==> config.mk <==
export PLATFORM = sky130hd
export DESIGN_NAME = sliding_window_median
export DESIGN_NICKNAME = d
export VERILOG_FILES = /design/src/design/swm_pkg.sv /design/src/design/swm_cell.sv /design/src/design/sliding_window_median.sv
export SDC_FILE = /design/constraint.sdc
export NUM_CORES = 1
export LEC_CHECK = 0
export BUFFER_PORTS_ARGS = -buffer_cell sky130_fd_sc_hd__buf_2
export CAP_MARGIN = 10
export CELL_PAD_IN_SITES_DETAIL_PLACEMENT = 0
export CELL_PAD_IN_SITES_GLOBAL_PLACEMENT = 1
export CORE_MARGIN = 2
export CORE_UTILIZATION = 33
export CTS_BUF_LIST = sky130_fd_sc_hd__clkbuf_4 sky130_fd_sc_hd__clkbuf_8
export DETAILED_ROUTE_END_ITERATION = 8
export PLACE_DENSITY_LB_ADDON = 0.05
export SETUP_SLACK_MARGIN = 0.05
export SLEW_MARGIN = 20
export SYNTH_ARGS = -nofsm -noshare
export SYNTH_HDL_FRONTEND = slang
export SYNTH_HIERARCHICAL = 1
export SYNTH_SLANG_ARGS = --single-unit
==> constraint.sdc <==
create_clock -name clk -period 8.6 [get_ports clk]
set_input_delay 0.86 -clock clk [delete_from_list [all_inputs] [get_ports clk]]
set_output_delay 0.86 -clock clk [all_outputs]
set_load 0.02 [all_outputs]
==> src/design/swm_pkg.sv <==
package swm_pkg;

	// configuration register file
	localparam int unsigned LEN_W       = 4;
	localparam int unsigned CFG_DATA_W  = 32;
	localparam int unsigned CFG_ADDR_W  = 3;
	localparam logic [LEN_W-1:0] LEN_RESET = 4'd5;

	typedef enum logic [0:0] {
		REG_WINDOW_LENGTH = 1'b0
	} cfg_reg_t;

	// saturate the programmed length into 1..window_max
	function automatic logic [LEN_W:0] clamp_length(
		input logic [LEN_W-1:0] raw,
		input logic [LEN_W:0]   window_max
	);
		logic [LEN_W:0] ext;
		ext = {1'b0, raw};
		if (ext == '0) begin
			clamp_length = {{LEN_W{1'b0}}, 1'b1};
		end else if (ext > window_max) begin
			clamp_length = window_max;
		end else begin
			clamp_length = ext;
		end
	endfunction

endpackage

==> src/design/swm_cell.sv <==
module swm_cell #(
	parameter int unsigned SAMPLE_BITS = 16,
	parameter int unsigned POS_W       = 3,
	parameter int unsigned INDEX       = 0
) (
	input  logic                          clk,
	input  logic                          arst_n,
	input  logic                          clear,
	input  logic                          load,
	input  logic                          compact_active,
	input  logic signed [SAMPLE_BITS-1:0] sample,
	input  logic [POS_W-1:0]              pos,
	input  logic signed [SAMPLE_BITS-1:0] upper_val,
	input  logic [POS_W-1:0]              upper_tag,
	input  logic                          del_in,
	input  logic signed [SAMPLE_BITS-1:0] lower_cval,
	input  logic [POS_W-1:0]              lower_ctag,
	input  logic                          lower_ins,
	output logic signed [SAMPLE_BITS-1:0] val,
	output logic [POS_W-1:0]              tag,
	output logic                          del_out,
	output logic signed [SAMPLE_BITS-1:0] cval,
	output logic [POS_W-1:0]              ctag,
	output logic                          ins,
	output logic signed [SAMPLE_BITS-1:0] next_val
)
;
	logic signed [SAMPLE_BITS-1:0] val_q;
	logic [POS_W-1:0]              tag_q;
	logic [POS_W-1:0]              next_tag;

	assign val = val_q;
	assign tag = tag_q;

	// the retiring entry is dropped by pulling everything above it down one cell
	assign del_out = del_in | (tag_q == pos);
	assign cval    = del_out ? upper_val : val_q;
	assign ctag    = del_out ? upper_tag : tag_q;
	assign ins     = !compact_active || (cval > sample);

	// then the new sample goes in ahead of the first larger value
	always_comb begin
		if (!ins) begin
			next_val = cval;
			next_tag = ctag;
		end else if (lower_ins) begin
			next_val = lower_cval;
			next_tag = lower_ctag;
		end else begin
			next_val = sample;
			next_tag = pos;
		end
	end

	always_ff @(posedge clk or negedge arst_n) begin
		if (!arst_n) begin
			val_q <= '0;
			tag_q <= POS_W'(INDEX);
		end else if (clear) begin
			val_q <= '0;
			tag_q <= POS_W'(INDEX);
		end else if (load) begin
			val_q <= next_val;
			tag_q <= next_tag;
		end
	end

endmodule

==> src/design/sliding_window_median.sv <==
// a request's median is registered as it is accepted and held on m_tdata until the next one
// throughput: one request per cycle unless a held result stalls s_tready; the sorted row
// of cells drops the oldest sample and inserts the new one in one pass through the chain
// a result waiting on m_tready holds off only while it is not taken in that same cycle
// reset: window cleared to zeros, write position zero, window_length 5, no result pending
module sliding_window_median #(
	parameter int unsigned WINDOW_MAX  = 8,
	parameter int unsigned SAMPLE_BITS = 16
) (
	input  logic                                   clk,
	input  logic                                   arst_n,
	input  logic                                   s_tvalid,
	output logic                                   s_tready,
	input  logic [((SAMPLE_BITS+7)/8)*8-1:0]       s_tdata,  // sample
	output logic                                   m_tvalid,
	input  logic                                   m_tready,
	output logic [((SAMPLE_BITS+7)/8)*8-1:0]       m_tdata,  // median
	input  logic                                   psel,
	input  logic                                   penable,
	input  logic                                   pwrite,
	input  logic [swm_pkg::CFG_ADDR_W-1:0]         paddr,
	input  logic [swm_pkg::CFG_DATA_W-1:0]         pwdata,
	output logic [swm_pkg::CFG_DATA_W-1:0]         prdata,
	output logic                                   pready
);
	import swm_pkg::*;

	localparam int unsigned DATA_W = ((SAMPLE_BITS + 7) / 8) * 8;
	localparam int unsigned POS_W  = $clog2(WINDOW_MAX);

	logic [LEN_W-1:0]              len_q;
	logic [POS_W-1:0]              wpos_q;
	logic signed [SAMPLE_BITS-1:0] median_q;
	logic                          out_valid_q;

	logic                          cfg_write;
	logic                          clear;
	logic                          step;
	logic [LEN_W:0]                win_max;
	logic [LEN_W:0]                eff_len;
	logic [LEN_W:0]                pos_ext;
	logic [POS_W-1:0]              pos;
	logic [LEN_W:0]                pos_inc;
	logic [POS_W-1:0]              mid_idx;
	logic signed [SAMPLE_BITS-1:0] sample;

	logic signed [SAMPLE_BITS-1:0] val   [WINDOW_MAX];
	logic [POS_W-1:0]              tag   [WINDOW_MAX];
	logic                          del   [WINDOW_MAX];
	logic signed [SAMPLE_BITS-1:0] cval  [WINDOW_MAX];
	logic [POS_W-1:0]              ctag  [WINDOW_MAX];
	logic                          ins   [WINDOW_MAX];
	logic signed [SAMPLE_BITS-1:0] nval  [WINDOW_MAX];

	assign pready    = 1'b1;
	assign cfg_write = psel && penable && pwrite
		&& (paddr[CFG_ADDR_W-1:2] == REG_WINDOW_LENGTH);
	assign clear     = cfg_write;
	assign prdata    = (paddr[CFG_ADDR_W-1:2] == REG_WINDOW_LENGTH)
		? {{(CFG_DATA_W-LEN_W){1'b0}}, len_q} : '0;

	assign s_tready = !out_valid_q || m_tready;
	assign step     = s_tvalid && s_tready;
	assign sample   = s_tdata[SAMPLE_BITS-1:0];

	assign win_max = (WINDOW_MAX > (2**LEN_W - 1)) ? (LEN_W+1)'(2**LEN_W - 1)
		: (LEN_W+1)'(WINDOW_MAX);
	assign eff_len = clamp_length(len_q, win_max);
	assign pos_ext = (LEN_W+1)'(wpos_q);
	assign pos     = (pos_ext >= eff_len) ? '0 : wpos_q;
	assign pos_inc = (LEN_W+1)'(pos) + 1'b1;
	assign mid_idx = POS_W'(eff_len >> 1);

	for (genvar i = 0; i < WINDOW_MAX; i++) begin : g_cell
		logic                          load_i;
		logic                          cact_i;
		logic signed [SAMPLE_BITS-1:0] up_val;
		logic [POS_W-1:0]              up_tag;
		logic                          dn_del;
		logic signed [SAMPLE_BITS-1:0] dn_cval;
		logic [POS_W-1:0]              dn_ctag;
		logic                          dn_ins;

		assign load_i = step && ((LEN_W+1)'(i) < eff_len);
		assign cact_i = ((LEN_W+1)'(i + 1) < eff_len);

		if (i == WINDOW_MAX - 1) begin : g_top
			assign up_val = val[i];
			assign up_tag = tag[i];
		end else begin : g_mid
			assign up_val = val[i+1];
			assign up_tag = tag[i+1];
		end

		if (i == 0) begin : g_bot
			assign dn_del  = 1'b0;
			assign dn_cval = cval[i];
			assign dn_ctag = ctag[i];
			assign dn_ins  = 1'b0;
		end else begin : g_link
			assign dn_del  = del[i-1];
			assign dn_cval = cval[i-1];
			assign dn_ctag = ctag[i-1];
			assign dn_ins  = ins[i-1];
		end

		swm_cell #(
			.SAMPLE_BITS(SAMPLE_BITS),
			.POS_W      (POS_W),
			.INDEX      (i)
		) u_cell (
			.clk           (clk),
			.arst_n        (arst_n),
			.clear         (clear),
			.load          (load_i),
			.compact_active(cact_i),
			.sample        (sample),
			.pos           (pos),
			.upper_val     (up_val),
			.upper_tag     (up_tag),
			.del_in        (dn_del),
			.lower_cval    (dn_cval),
			.lower_ctag    (dn_ctag),
			.lower_ins     (dn_ins),
			.val           (val[i]),
			.tag           (tag[i]),
			.del_out       (del[i]),
			.cval          (cval[i]),
			.ctag          (ctag[i]),
			.ins           (ins[i]),
			.next_val      (nval[i])
		);
	end

	always_ff @(posedge clk or negedge arst_n) begin
		if (!arst_n) begin
			len_q  <= LEN_RESET;
			wpos_q <= '0;
		end else if (cfg_write) begin
			len_q  <= pwdata[LEN_W-1:0];
			wpos_q <= '0;
		end else if (step) begin
			wpos_q <= (pos_inc >= eff_len) ? '0 : POS_W'(pos_inc);
		end
	end

	always_ff @(posedge clk or negedge arst_n) begin
		if (!arst_n) begin
			out_valid_q <= 1'b0;
		end else if (step) begin
			out_valid_q <= 1'b1;
		end else if (m_tready) begin
			out_valid_q <= 1'b0;
		end
	end

	always_ff @(posedge clk) begin
		if (step) begin
			median_q <= nval[mid_idx];
		end
	end

	assign m_tvalid = out_valid_q;
	assign m_tdata  = DATA_W'($unsigned(median_q));

endmodule

Word level (Yosys, flattened, before mapping) --
Index checks and enable logic that the tools add are counted.
Storage, ports and cells: bits in registers 176, input port bits 58, output and inout port bits 51, word-level logic and storage cells 188
Cells by class: $add $sub $neg 1, order comparisons 21, equal/unequal tests 7, muxes and demuxes 88, bitwise logic cells 8, reductions and logical operators 43
Operator list (number):
- two-way mux 16 bit | 40
- > comparator 16 bit | 8
- two-way mux 3 bit | 42
- binary-select mux 16 bit (select 3 bit) | 1
- nonzero test 2 bit | 11
- == test 3 bit | 7
- less-than comparator 3 x 5 -> 1 bit (first input constant) | 4
- logical AND 1 bit | 12
- less-than comparator 1 x 5 -> 1 bit (first input constant) | 2
- less-than comparator 2 x 5 -> 1 bit (first input constant) | 2
- zero test 1 bit | 9
- logical OR 1 bit | 9
- two-way mux 4 bit | 2
- bitwise OR 1 bit | 6
- >= comparator 3 x 5 -> 1 bit | 1
- >= comparator 4 x 5 -> 1 bit | 1
- less-than comparator 4 x 5 -> 1 bit (first input constant) | 1
- two-way mux 5 bit | 1
- adder 3 x 1 -> 4 bit (second input constant) | 1
- >= comparator 4 bit (second input constant) | 1
- > comparator 4 bit (second input constant) | 1
- zero test 4 bit | 1
- NOT 3 -> 4 bit | 1
- two-way mux 1 bit | 2
- 2 further kinds | 2

Depth between registers and ports, before layout --
word-level depth 20, gate-level depth with buffers 52, depth with buffers taken out 38

Modules after synthesis --
Netlist, hierarchy kept.
Modules (own cells, without submodules):
- swm_cell at g_cell[1].u_cell ... | times used 3, cells an instance 199, area an instance 1871.8 um^2
- swm_cell at g_cell[5].u_cell ... | times used 2, cells an instance 331, area an instance 2326.0 um^2
- swm_cell at g_cell[3].u_cell | times used 1, cells an instance 271, area an instance 2264.7 um^2
- swm_cell at g_cell[0].u_cell | times used 1, cells an instance 269, area an instance 2252.2 um^2
- swm_cell at g_cell[7].u_cell | times used 1, cells an instance 248, area an instance 2127.0 um^2
- sliding_window_median | times used 1, cells an instance 211, area an instance 1965.6 um^2

Worst setup path before layout --
No wires, ideal clock.
path kind reg2reg, from register len_q[3], to register g_cell[7].u_cell.val_q[14], data arrival time 8989 ps, required time 8464 ps, path slack -525 ps, cell stages (with the launch flop) 51, path buffers 14, period minus slack after synthesis 9125 ps, cells stage by stage dfrtp_1 -> clkbuf_1 -> nor2_1 -> inv_1 -> nor2_2 -> buf_4 -> a21o_1 -> ha_1 -> o21ai_0 -> a211oi_1 -> nor2_1 -> xnor2_1 -> a31oi_1 -> buf_2 -> inv_1 -> a31oi_1 -> buf_2 -> inv_1 -> (+15 left out) -> clkbuf_1 -> nand2_1 -> nand2_1 -> ha_1 -> o21ai_0 -> o21bai_2 -> o311ai_4 -> o21a_1 -> buf_6 -> nand2_4 -> buf_6 -> inv_1 -> buf_2 -> buf_1 -> mux2i_1 -> nand2_1 -> o221ai_2 -> a21oi_1
RTL lines:
- from (decl) | line sliding_window_median.sv:31 | logic [LEN_W-1:0] len_q;
- from (signal assigned) | line sliding_window_median.sv:140 | len_q <= pwdata[LEN_W-1:0];
- to (signal assigned) | line swm_cell.sv:63 | val_q <= next_val;
- to (decl) | line swm_cell.sv:28 | logic signed [SAMPLE_BITS-1:0] val_q;

==> results.txt <==
----------------------------------------------------
[CTS]
  Post-CTS Hold Buffers ... 0
  Root Buffer ... sky130_fd_sc_hd__clkbuf_8
  TritonCTS Sinks ... 176
  Clk slew on worst S/H paths ... 0.10 ns
  Number of buffers created by CTS ... 17
  Clock latency on the worst-skew pair ... 0.56 ns
  Max H-tree Level ... 4
  CTS tree ... done
  Deepest clock path buffer count ... 2

[STA]
  Maximum operating frequency ... 127.8 MHz
  Setup clock skew after layout ... 0.01613 ns
  Post-route minimum period ... 7.823 ns
  RSZ-0062 raised after global routing ... false
  Post-route fraction of the period consumed by the critical path ... 0.9096
  Worst Tran Pin Value ... 1.020 ns
  Final Hold Violating Endpoints ... 0
  Slew Limit Fails ... 0
  Relative slew slack ... 0.3200
  Setup TNS ... 0 ns
  Setup-violating endpoint count in the final report ... 0

[Power]
  Maximum vdd ir drop ... 0.0002374 V
  Cell Pwr Density ... 443.4 nW/um^2
  Cell leakage power ... 9.051 nW
  Total power ... 8.634 mW

[Layout]
  Fraction of final layout cells with drive strength greater than 1 ... 0.2053
  Total Nets Final ... 2314
  Area growth from synthesis to layout ... 6.211%
  Most used cells in the layout excluding fill and tap cells ... sky130_fd_sc_hd__nand2_1, sky130_fd_sc_hd__inv_1, sky130_fd_sc_hd__dfrtp_1, sky130_fd_sc_hd__mux2_2, sky130_fd_sc_hd__ha_1
  Most common cell after layout, fill and taps aside ... sky130_fd_sc_hd__nand2_1

[Worst setup path]
  Worst-case reg-to-reg path depth ... 35
  Type of the setup path with the least slack ... reg2reg
  Max incr delay on CP ... 0.78 ns
  Endpoint of the worst register-to-register path ... g_cell[6].u_cell/val[14]
  Critical path data arrival time ... 8.28 ns
  Worst flop-to-flop path startpoint ... len_q[3]
  Critical Path End Type ... flip-flop
  Worst Path Required ... 9.05 ns
  Critical-path top delay cell ... sky130_fd_sc_hd__inv_1
  R2R Setup Slk ... 0.78 ns
  Type of element launching the critical path ... flip-flop
  Crit path top cell by count ... sky130_fd_sc_hd__inv_1
  Critical path peak fanout ... 34

[Global route]
  Via count of the first global-routing pass ... 15180
  Sum of overflow across all layers after global routing ... 0
  Pin count of the biggest net entering global routing ... 102
  Wire length of the first global-routing pass ... 96.77 mm
  Number of antenna violations at the first check in global routing ... 2
  Total Routing Usage GR ... 0.2228

[Placed design]
  Number of buffers added on ports ... 49
  Routability cong. ... 0.7964
  Dpl hpwl ... 47.13 mm

[Route]
  Top routing layer used ... met4
  Met2 layer wire length in the routed design ... 30.33 mm
  Detailed-route via count ... 15180
  Drt total wl ... 62.49 mm
  Vias per Instance ... 5.265
  Routed Antenna Nets ... 0
  Routed metal-1 wire length ... 29.67 mm
  Average wire per standard cell ... 21.68 um
  Routed wire length on met3 ... 1.677 mm
  Number of optimization iterations in the first detailed-route pass ... 5
  DRC viols ... 0
  Detailed router's first-iteration violation count ... 909

[Floorplanning]
  Starting density of the core ... 0.3334
  Die outline width ... 239.7 um
  Standard-cell rows ... 86
  Die Height ... 239.7 um
  Die Footprint ... 57450 sq um
  Placeable Area ... 54990 sq um
  Boundary Pins ... 109

[Logic synthesis]
  Post-Synthesis Mean Instance Area ... 8.519 sq um
  Yosys warning count ... 6
  Cell area after synthesis ... 18330 sq um
  Gate count after technology mapping ... 2152

[Run status]
  Status ... completed

[Run]
  Maximum Capacitance Violations ... 0

[Worst hold path]
  Hold Crit Class ... in2async

----------------------------------------------------
==> how the worst max path moves through the flow <==
stage          slack, ns                       end  startpoint  cells past startpoint
6_report            0.78  g_cell[6].u_cell/val[14]    len_q[3]                     35
5_1_grt             0.18  g_cell[6].u_cell/val[14]    len_q[3]                     35
4_1_cts             0.51   g_cell[7].u_cell/val[1]    len_q[3]                     36
3_5_place_dp        0.55   g_cell[7].u_cell/val[6]    len_q[3]                     36
3_3_place_gp        0.60  g_cell[7].u_cell/val[14]    len_q[3]                     36
2_1_floorplan       0.06  g_cell[7].u_cell/val[14]    len_q[2]                     51
==> what timing repair did <==
item | CTS | global route
gates resized for setup | 0 | 1
setup endpoints to repair | 0 | 19
buffers inserted | 0 | 0
==> flip-flops by register name, indices dropped and copies added (netlist names) <==
signal             cells
wpos_q                 3
len_q                  4
m_tdata               16
g_cell.u_cell/val    128
g_cell.u_cell/tag     24
m_tvalid               1
==> metal layers <==
metal,up-vias,global-route usage
met1,7348,0.2974
met3,37,0.02501
met4,0,0.05568
li1,7561,-
met5,-,0
met2,234,0.3818
==> power breakdown <==
part | leakage [nW] | switching [mW] | internal, mW
clock network | 0.212 | 0.354 | 0.299
logic | 6.65 | 3.70 | 2.65
registers | 2.19 | 0.387 | 1.25
total | 9.05 | 4.44 | 4.20
==> critical path, delay by kind of cell (launching register included) <==
| family | cells | cell delay [ns] |
|---|---|---|
| adder cells (fa/ha/maj) | 2 | 0.53 |
| XOR/XNOR | 1 | 0.13 |
| buffers and inverters | 10 | 2.01 |
| AND/OR/NAND/NOR | 8 | 1.27 |
| AO/OA/AOI/OAI | 14 | 3.26 |
| flip-flops | 1 | 0.48 |
==> stage by stage <==
stage	utilization	area, sq um	worst slack, ns	instances	hold WS [ns]
global route	0.3541	19470	0.1798	2883	0.4357
finish	0.3541	19470	0.7774	2883	0.4399
detailed placement	0.3466	19060	0.5533	2849	0.5174
global placement	0.3466	19060	0.6001	2849	0.5146
CTS	0.3540	19460	0.5106	2881	0.4097
floorplan	-	18460	0.06315	2184	0.4643
==> layout make-up <==
cell class	count	area (sq um)
fillers	5760	35510
multi-input cells	1651	12320
flip-flops and latches	176	4502
well taps	748	935.9
inverters	177	674.4
repair buffers	97	626.9
clock buffers	26	320.3
clock inverters	6	82.58
diodes	2	5.005
Power figures use the tool's default switching activity.
